File: src/rtl/pcrm_pkg.sv
// ---------------------------------------------------------------------------
// pcrm_pkg: shared constants for the page compaction rank map
// Field widths, item kind codes, status codes and parameter defaults.
// ---------------------------------------------------------------------------
package pcrm_pkg;

    // Field widths fixed by the interface.
    localparam int PAGE_W   = 14;
    localparam int COUNT_W  = 15;
    localparam int KIND_W   = 2;
    localparam int STATUS_W = 2;

    // Parameter defaults.
    localparam int DEF_BLOCK_BITS = 64;
    localparam int DEF_NUM_BLOCKS = 256;

    // Page count after reset.
    localparam logic [COUNT_W-1:0] NUM_PAGES_RESET = 15'd16384;
    // Largest value a count field can hold.
    localparam logic [COUNT_W-1:0] COUNT_MAX = 15'h7FFF;

    // Item kinds.
    localparam logic [KIND_W-1:0] K_CLEAR     = 2'd0;
    localparam logic [KIND_W-1:0] K_MARK      = 2'd1;
    localparam logic [KIND_W-1:0] K_FINALIZE  = 2'd2;
    localparam logic [KIND_W-1:0] K_TRANSLATE = 2'd3;

    // Result status codes.
    localparam logic [STATUS_W-1:0] ST_OK        = 2'd0;
    localparam logic [STATUS_W-1:0] ST_RANGE     = 2'd1;
    localparam logic [STATUS_W-1:0] ST_NOT_READY = 2'd2;

endpackage

File: src/rtl/pcrm_blk_div.sv
// ---------------------------------------------------------------------------
// pcrm_blk_div: page number to block index and bit offset
// Two registered stages: a reciprocal multiply gives the block index, then
// a multiply back and subtract gives the offset inside the block.
// ---------------------------------------------------------------------------
module pcrm_blk_div
    import pcrm_pkg::*;
#(
    parameter int BLOCK_BITS = DEF_BLOCK_BITS,
    parameter int OFF_W      = $clog2(BLOCK_BITS)
) (
    input  logic              i_clk,
    input  logic [PAGE_W-1:0] i_page,
    output logic [PAGE_W-1:0] o_block,
    output logic [OFF_W-1:0]  o_offset
);

    // Reciprocal exact for every page below 2**PAGE_W.
    localparam int    SHIFT = PAGE_W + OFF_W;
    localparam longint RECIP = ((longint'(1) << SHIFT) / BLOCK_BITS) + 1;
    localparam logic [PAGE_W+1:0] RECIP_V = RECIP[PAGE_W+1:0];
    localparam logic [PAGE_W-1:0] BB_V    = PAGE_W'(BLOCK_BITS);

    logic [2*PAGE_W+1:0] quot_prod;
    logic [2*PAGE_W+1:0] quot_shift;
    logic [2*PAGE_W-1:0] back_prod;
    logic [PAGE_W-1:0]   rem_full;
    logic [PAGE_W-1:0]   r_block;
    logic [OFF_W-1:0]    r_offset;

    // Stage one: block index by multiplying with the reciprocal.
    assign quot_prod  = {{(PAGE_W+2){1'b0}}, i_page} * {{PAGE_W{1'b0}}, RECIP_V};
    assign quot_shift = quot_prod >> SHIFT;

    always_ff @(posedge i_clk) begin
        r_block <= quot_shift[PAGE_W-1:0];
    end

    // Stage two: the remainder is below one block, so its low bits suffice.
    assign back_prod = {{PAGE_W{1'b0}}, r_block} * {{PAGE_W{1'b0}}, BB_V};
    assign rem_full  = i_page - back_prod[PAGE_W-1:0];

    always_ff @(posedge i_clk) begin
        r_offset <= rem_full[OFF_W-1:0];
    end

    assign o_block  = r_block;
    assign o_offset = r_offset;

endmodule

File: config.mk
export PLATFORM = sky130hd
export DESIGN_NAME = pcrm_blk_div
export DESIGN_NICKNAME = d
export VERILOG_FILES = /design/src/rtl/pcrm_pkg.sv /design/src/rtl/pcrm_blk_div.sv
export SDC_FILE = /design/constraint.sdc
export NUM_CORES = 1
export LEC_CHECK = 0
export ABC_AREA = 1
export ABC_CLOCK_PERIOD_IN_PS = 800
export BUFFER_PORTS_ARGS = -buffer_cell sky130_fd_sc_hd__buf_4
export CORE_AREA = 5 5 42 44
export CTS_CLUSTER_DIAMETER = 80
export CTS_CLUSTER_SIZE = 30
export DETAILED_ROUTE_END_ITERATION = 6
export DIE_AREA = 0 0 47 49
export PLACE_DENSITY = 0.67
export RECOVER_POWER = 25
export SKIP_LAST_GASP = 1
export SLEW_MARGIN = 0
export SYNTH_ARGS = -nofsm -noshare
export SYNTH_HDL_FRONTEND = slang
export SYNTH_SLANG_ARGS = --single-unit
File: constraint.sdc
create_clock -name i_clk -period 0.8 [get_ports i_clk]
set_input_delay 0.08 -clock i_clk [delete_from_list [all_inputs] [get_ports i_clk]]
set_output_delay 0.08 -clock i_clk [all_outputs]
set_load 0.1 [all_outputs]
* Yosys cells after proc, flatten, opt, wreduce, memory -nomap -nowiden
Index checks and enable logic that the tools add are counted.
Cells by class: $add $sub $neg 1, multipliers 1
Operators by type and width (number):
- multiplier 14 x 15 -> 29 bit, second input constant | 1
- subtractor 6 x 1 -> 6 bit, second input constant | 1
Storage, ports and cells: flip-flop bits (word level) 15, output and inout port bits 20

* Logic depth before layout (Yosys ltp)
Gate-level depths: netlist of the first run.
word-level depth 1, gate-level depth with buffers 1, depth with buffers taken out 0

* Least setup slack after synthesis of the first run
No wires, ideal clock.
path kind register to output, from reg r_block[0] (netlist: o_block[0]), to out o_block[0], arrival time 0.909 ns, data required time 0.720 ns, slack -0.189 ns, cell stages (with the launch flop) 1, path buffers 0, path through dfxtp_1
RTL lines:
- from (decl) | line pcrm_blk_div.sv:28 | logic [PAGE_W-1:0] r_block;
- from (signal assigned) | line pcrm_blk_div.sv:36 | r_block <= quot_shift[PAGE_W-1:0];
- to (decl) | line pcrm_blk_div.sv:14 | output logic [PAGE_W-1:0] o_block,
No word-level cell between the ends.

* Final worst setup path of the first run
from reg r_offset[1] (netlist: o_offset[1]), to out o_offset[1]
RTL lines:
- from (decl) | line pcrm_blk_div.sv:29 | logic [OFF_W-1:0] r_offset;
- from (signal assigned) | line pcrm_blk_div.sv:44 | r_offset <= rem_full[OFF_W-1:0];
- to (decl) | line pcrm_blk_div.sv:15 | output logic [OFF_W-1:0] o_offset
No word-level cell between the ends.

==> results of run 1 <==
[layer usage]
layer	track usage [%]	vias up	part of all wire, %
li1	-	140	-
met1	6.92	116	27
met2	15.4	23	59
met3	4.06	0	14
met4	2.76	0	0
met5	0	-	0
[logic make-up (layout without fill, tap and decap cells)]
kind of cell | Yosys count | after routing | synth area share [%]
other | 1 | 6 | 1.14
DFF | 14 | 14 | 85.2
buffers and inverters | 6 | 46 | 13.7
[per-stage QoR]
stage               TNS, ps  util [%]  hold WS, ps  area [µm²]  power [mW]
floorplan                 0         -          108         365        1.19
global placement          0      39.3          185         551        1.27
detailed placement        0      39.3          186         551        1.27
CTS                   -1060      64.4          438         902        1.93
global route          -1420      64.4          449         902        1.99
finish                 -886      64.4          453         902        1.91
[power by group]
group | internal, mW | leakage [nW] | switching [mW]
Combinational | 0.226 | 0.276 | 0.427
Sequential | 0.742 | 0.118 | 0.0298
Clock | 0.276 | 0.0210 | 0.208
[what timing repair did]
action | 4_1_cts | 5_1_grt
pin swaps | 0 | 0
hold endpoints to repair | 14 | 0
endpoints found under the setup margin | 14 | 14
gates resized for setup | 42 | 0
hold buffers | 14 | 0
[state kept, by name (all words and copies together), names as in the netlist]
| name | cells |
|---|---|
| o_block | 8 |
| o_offset | 6 |
[layout by cell type (no fill, tap or decap), drive strengths merged]
master / count
buf: 25
clkbuf: 7
conb: 6
dfxtp: 14
dlygate4sd3: 14
[final cells by class]
class / instances / area share, %
sequential: 14 / 33.0
clock buffer: 4 / 4.02
timing repair buffer: 42 / 58.3
tap: 16 / 2.22
multi-input combinational: 6 / 2.50
[synth_stat cells]
| library cell | instances | area [µm²] |
|---|---|---|
| dfxtp_1 | 14 | 280 |
| buf_4 | 6 | 45.0 |
| conb_1 | 1 | 3.75 |
[final timing paths]
kind                  slack (ps)           to         from
worst max-delay path         -70  o_offset[1]  o_offset[1]
worst min-delay path         450  o_offset[5]    i_page[5]
==> flow_metrics.tcl, run 1 <==
set metrics [dict create \
    status "finished with violations" \
    failed_checks "setup timing" \
    ys_warn_count 0 \
    post_synth_inst_count 21 \
    cp.required_ps 720 \
    antenna_cells_inserted 0 \
    grt_antenna_before_repair 0 \
    slew_viol_final 0 \
    setup_slack_ps -68.6 \
    die_area_um2 2300 \
    maximum_number_of_pins_on_one_net_before_global_route_repair 9 \
    total_power_per_unit_cell_area_nw_per_um2 2120 \
    synthesized_area_um2 329 \
    tritoncts_num_sinks 14 \
    fin_cells 82 \
    maxClockFrequency_ghz 1.15 \
    replace_congestion 0.543 \
    tritoncts_clock_tree "yes" \
    yosysUniqueCellTypes 3 \
    regArea_um2 298 \
    min_path_cells 2 \
    die_height_um 49 \
    worstSetupEndpointType "output port" \
    critical-path-top-delay-family "flip-flops" \
    setup_violations 14 \
    arrival_ps 790 \
    timing_worst_setup_path_type "flip-flop to output port" \
    vias_per_cell 3.40 \
    path_cells "buf_12" \
    global_route.overflow_total 0 \
    critPathSlowestCell "dfxtp_2" \
    worst-path-buf-inv 1 \
    h-tree-depth 1 \
    design.core.area_um2 1400 \
    vdd_drop_max_mv 1.24 \
    fin_crit_sh_pct 109 \
    num_vias 279 \
    vias_in_the_first_global_route 288 \
    tritoncts.num_buffers 3 \
    placement_rows 14 \
    slowest_delay_ps 350 \
    postSynthRegisterBits 14 \
    final.min_clock_period_ps 869 \
    clk_pin_slew_worst_paths_ps 80 \
    post-cts-setup-buffer-count 0 \
    num-nets-final 82 \
    die-width_um 47 \
    routed_wire_length_per_instance_um 10.1 \
    nFillCells 106 \
    grt_setup_unrepaired "true" \
    drv.max_cap_violation_count 0 \
    hp-class "input pin to flip-flop" \
    initial_core_util_pct 23.5 \
    track_usage_pct 8.21 \
    dp_worst_setup_slack_ps 142 \
    final_hold_violations 0 \
    p_leak_nw 0.415 \
    critical_path.startpoint_type "flip-flop" \
    boundaryPins 35 \
    critPathMaxFanout 1 \
    post-place-cells 64 \
    clock_path_buffers 2 \
    cts-root-buf "clkbuf_4" \
    syn2layout_area_growth_pct 174 \
    remaining_drc_errors 0 \
    multiInputGateArea_um2 22.5 \
    postRouteAntennaNets 0 \
    placement.io_buffers 28 \
    synthesis.area_per_instance_um2 15.7 \
    synth_sequential_area_ratio_pct 85.2 \
    firstDrtPassIters 1 \
    detailedRoute.firstIterationViolations 0 \
    finalWirelength_um 831 \
    grt_pass1_wl_um 1280 \
    post_route_cells_drive_above_1_share_pct 69.7 \
    path_depth 1 \
]
Power figures use the tool's default switching activity.
==> run 2, diff against run 1 <==
- ABC_CLOCK_PERIOD_IN_PS: 800 -> 900
- BUFFER_PORTS_ARGS: -buffer_cell sky130_fd_sc_hd__buf_4 -> unset
- DONT_BUFFER_PORTS: unset -> 1
- PLACE_DENSITY: 0.67 -> 0.42
- clock period: 0.8 -> 0.9 ns (I/O delays scaled with it)
==> run 2 against run 1 <==
- the run now ends clean
- largest cell class unchanged
- setup slack improved by 83 ps
- sequential cell count stayed put
- non-clock buffer count down 14
- die area did not move
- sequential power decreased by 11%
- combinational power shrank 18%
- utilization fell by 7.5 points
- critical path depth stayed put
- critical endpoint is now o_block[6]
- sequential share of layout area is 4.4 points higher
- cell count decreased by 17%
- clock-buffer cell count unchanged
- global-route usage fell by 0.50 points
==> flow_metrics.tcl, run 2 (same netlist as run 1, synthesis figures left out) <==
set metrics [dict create \
    status "completed" \
    setup_violations 0 \
    critical_path.startpoint_type "flip-flop" \
    fin_cells 68 \
    routed_wire_length_per_instance_um 11.6 \
    placement.io_buffers 0 \
    fin_tns_setup_ps 0 \
    critPathSlowestCell "dfxtp_2" \
    hp-class "input pin to flip-flop" \
    num_vias 235 \
    tritoncts_num_sinks 14 \
    most-common-layout-cells "14 x dlygate4sd3_1, 14 x dfxtp_2, 14 x buf_12, 6 x conb_1, 3 x clkbuf_4" \
    sw_frac_of_total_pct 35.3 \
    drv.max_cap_violation_count 0 \
    placement_rows 14 \
    clk_pin_slew_worst_paths_ps 80 \
    remaining_drc_errors 0 \
    critical-path-top-delay-family "flip-flops" \
    total_power_per_unit_cell_area_nw_per_um2 2080 \
    cp.required_ps 810 \
    register_share_of_total_power_pct 41.5 \
    detailedRoute.firstIterationViolations 0 \
    cts-root-buf "clkbuf_4" \
    grt_setup_unrepaired "true" \
    replace_congestion 0.590 \
    post-place-cells 50 \
    p_switching_mw 0.584 \
    fin_crit_sh_pct 98.4 \
    initial_core_util_pct 23.5 \
    path_cells "buf_12" \
    boundaryPins 35 \
    antenna_cells_inserted 0 \
    min_path_cells 1 \
    timing_worst_setup_path_type "flip-flop to output port" \
    vdd_drop_max_mv 1.09 \
    finalWirelength_um 790 \
    share_of_total_power_in_combinational_logic_pct 32.5 \
    h-tree-depth 1 \
    arrival_ps 800 \
    vias_per_cell 3.46 \
    grt_antenna_before_repair 0 \
    p_leak_nw 0.349 \
    die_height_um 49 \
    slew_viol_final 0 \
    postRouteAntennaNets 0 \
    syn2layout_area_growth_pct 142 \
    timing.hold.ws_ps 361 \
    tritoncts.num_buffers 3 \
    track_usage_pct 7.71 \
    vias_in_the_first_global_route 255 \
    grt_pass1_wl_um 1150 \
    firstDrtPassIters 1 \
    maximum_number_of_pins_on_one_net_before_global_route_repair 9 \
    hold_end "o_block[3]" \
    slowest_delay_ps 350 \
    final.min_clock_period_ps 885 \
    die_area_um2 2300 \
    tritoncts_clock_tree "yes" \
    worstSetupEndpointType "output port" \
    design.core.area_um2 1400 \
    final_hold_violations 0 \
    die-width_um 47 \
    post-cts-setup-buffer-count 0 \
    clkPwrFrac_pct 26.0 \
    hold_start "i_page[9]" \
    maxClockFrequency_ghz 1.13 \
    num-nets-final 68 \
    worst-path-buf-inv 1 \
    global_route.overflow_total 0 \
    clock_path_buffers 2 \
    post_route_cells_drive_above_1_share_pct 61.5 \
    largest_register_ff_count 8 \
    power_report.internal_total_mw 1.07 \
    post_cts_resized 0 \
    critPathMaxFanout 1 \
]
run 2: power by group through the flow:
| stage | Combinational, mW | Clock (mW) | Sequential (mW) |
|---|---|---|---|
| finish | 0.537 | 0.431 | 0.686 |
| global placement | 0.492 | 0 | 0.701 |
| CTS | 0.538 | 0.458 | 0.687 |
| global route | 0.547 | 0.493 | 0.690 |
| floorplan | 0.129 | 0 | 0.928 |
| detailed placement | 0.492 | 0 | 0.701 |
run 2: final cells by class:
class / instances / area [µm²]
sequential: 14 / 298
fill: 116 / 604
timing repair buffer: 28 / 420
multi-input combinational: 6 / 22.5
tap: 16 / 20.0
clock buffer: 4 / 36.3
run 2: worst max path at each step:
| stage | from | to | slack (ps) | cells past startpoint |
|---|---|---|---|---|
| floorplan | o_block[0] | o_block[0] | 180 | 0 |
| global placement | o_offset[4] | o_offset[4] | 320 | 1 |
| detailed placement | o_offset[4] | o_offset[4] | 320 | 1 |
| CTS | o_offset[4] | o_offset[4] | -2 | 1 |
| global route | o_block[6] | o_block[6] | -30 | 1 |
| finish | o_block[6] | o_block[6] | 10 | 1 |
run 2: through the flow:
| stage | instance area (µm²) | power [mW] | worst slack [ps] | utilization (%) |
|---|---|---|---|---|
| 2_1_floorplan | 365 | 1.06 | 184 | - |
| 3_5_place_dp | 621 | 1.19 | 317 | 44.3 |
| 6_report | 797 | 1.65 | 14.5 | 56.9 |
| 4_1_cts | 797 | 1.68 | -2.28 | 56.9 |
| 5_1_grt | 797 | 1.73 | -27.0 | 56.9 |
| 3_3_place_gp | 621 | 1.19 | 318 | 44.3 |
run 2: repair_timing:
action	in CTS	in global routing
hold buffers	14	0
pin swaps	0	0
setup endpoints to repair	2	14
hold endpoints to repair	14	0
run 2: routing by layer:
metal / up-vias / share of wire, % / track usage, %
met1: 96 / 26 / 5.58
met2: 27 / 51 / 12.0
li1: 112 / - / -
met3: 0 / 23 / 8.12
met4: 0 / 0 / 4.15
met5: - / 0 / 0
==> run 3, diff against run 2 <==
- CELL_PAD_IN_SITES_DETAIL_PLACEMENT: unset -> 0
- CELL_PAD_IN_SITES_GLOBAL_PLACEMENT: unset -> 2
- PLACE_DENSITY: 0.42 -> 0.64
==> run 3 against run 2 <==
- non-clock buffer count unchanged
- wire length increased by 13%
- global-route usage increased by 0.92 points
- utilization decreased by 0.98 points
- die area unchanged
- first-iteration DRC count unchanged
- combinational power about the same
- design area decreased by 1.7%
- largest power group unchanged
- highest routed layer is now met4
==> flow_metrics.tcl, run 3 (same netlist as run 1, synthesis figures left out) <==
set metrics [dict create \
    status "completed" \
    die_height_um 49 \
    min_path_cells 1 \
    critical_path.startpoint_type "flip-flop" \
    final_cell_area_um2 783 \
    groute.layer.met1.usage_pct 5.13 \
    grt_peak_use_layer "met2" \
    grt_antenna_before_repair 0 \
    slew_viol_final 0 \
    critPathMaxFanout 1 \
    cp.required_ps 810 \
    path_cells "buf_12" \
    worst-path-buf-inv 1 \
    grtUsageMet3_pct 10.7 \
    largest_register_ff_count 8 \
    hp-class "input pin to flip-flop" \
    tritoncts_num_sinks 14 \
    cts-root-buf "clkbuf_4" \
    num_vias 250 \
    replace_congestion 0.647 \
    num-nets-final 68 \
    hold_start "i_page[7]" \
    clk_pin_slew_worst_paths_ps 80 \
    grt_util_met2_pct 13.1 \
    postRouteAntennaNets 0 \
    firstDrtPassIters 1 \
    antenna_cells_inserted 0 \
    final.min_clock_period_ps 895 \
    die-width_um 47 \
    h-tree-depth 1 \
    post_route_cells_drive_above_1_share_pct 60.8 \
    worstSetupEndpointType "output port" \
    slowest_delay_ps 350 \
    hold_end "o_block[1]" \
    grt_pass1_wl_um 1180 \
    placement.io_buffers 0 \
    boundaryPins 35 \
    detailedRoute.firstIterationViolations 0 \
    track_usage_pct 8.63 \
    fin_crit_sh_pct 99.5 \
    placement_rows 14 \
    syn2layout_area_growth_pct 138 \
    final_hold_violations 0 \
    vias_in_the_first_global_route 277 \
    routed_wire_length_per_instance_um 13.3 \
    maxClockFrequency_ghz 1.12 \
    design.core.area_um2 1400 \
    p_leak_nw 0.341 \
    critical-path-top-delay-family "flip-flops" \
    critPathSlowestCell "dfxtp_2" \
    most-common-layout-cells "14 x dlygate4sd3_1, 14 x dfxtp_2, 14 x buf_12, 6 x conb_1, 3 x clkbuf_4" \
    clock_path_buffers 2 \
    initial_core_util_pct 23.5 \
    vdd_drop_max_mv 1.15 \
    finalWirelength_um 894 \
    post-cts-setup-buffer-count 0 \
    tritoncts_clock_tree "yes" \
    arrival_ps 810 \
    global_route.overflow_total 0 \
    die_area_um2 2300 \
    timing_worst_setup_path_type "flip-flop to output port" \
    total_power_per_unit_cell_area_nw_per_um2 1990 \
    remaining_drc_errors 0 \
    tritoncts.num_buffers 3 \
    maximum_number_of_pins_on_one_net_before_global_route_repair 8 \
    fin_tns_setup_ps 0 \
    grt_setup_unrepaired "true" \
    vias_per_cell 3.73 \
    dpl-instance-area_um2 621 \
    drv.max_cap_violation_count 0 \
    setup_violations 0 \
]
[run 3: changes by cell type in the layout (fill, tap and decap cells not counted), sizes merged]
cell    change
clkbuf      -1
[run 3: repair_timing]
action                                 in CTS  in global routing
endpoints found under the hold margin      14                  0
setup endpoints to repair                   5                 14
resized for setup                           0                  0
hold buffers                               14                  0
[run 3: cell type report]
type                            count  area, µm²
Fill cell                         107        618
Timing Repair Buffer               28        420
Sequential cell                    14        298
Multi-Input combinational cell      6       22.5
Clock buffer                        3       22.5
Tap cell                           16       20.0
[run 3: worst max path at each step]
stage,slack [ps],cells after the start,to,start
2_1_floorplan,180,0,o_block[0],o_block[0]
3_3_place_gp,320,1,o_block[3],o_block[3]
3_5_place_dp,310,1,o_block[6],o_block[6]
4_1_cts,-8,1,o_block[6],o_block[6]
5_1_grt,-40,1,o_offset[5],o_offset[5]
6_report,5,1,o_block[1],o_block[1]
[run 3: per-layer routing]
layer  vias up  share of wire (%)
met5         -                  0
met1       102                 27
met4         0                2.1
met2        34                 44
met3         3                 27
li1        111                  -
[run 3: stage by stage]
stage                     power (mW)  setup slack (ps)  util [%]  hold WS [ps]  instances
after floorplan                 1.06               184         -           118         26
after global placement          1.19               318      44.3           118         50
after detailed placement        1.19               307      44.3           118         50
after CTS                       1.58             -8.05      55.9           348         67
after global routing            1.63             -37.1      55.9           340         67
final                           1.56              4.68      55.9           359         67
[run 3: where the power goes]
part / switching, mW / leakage (nW) / internal (mW) / total, mW
sequential: 0.0275 / 0.118 / 0.660 / 0.688
clock: 0.181 / 0.0138 / 0.155 / 0.336
combinational: 0.374 / 0.209 / 0.165 / 0.539
total: 0.582 / 0.341 / 0.980 / 1.56
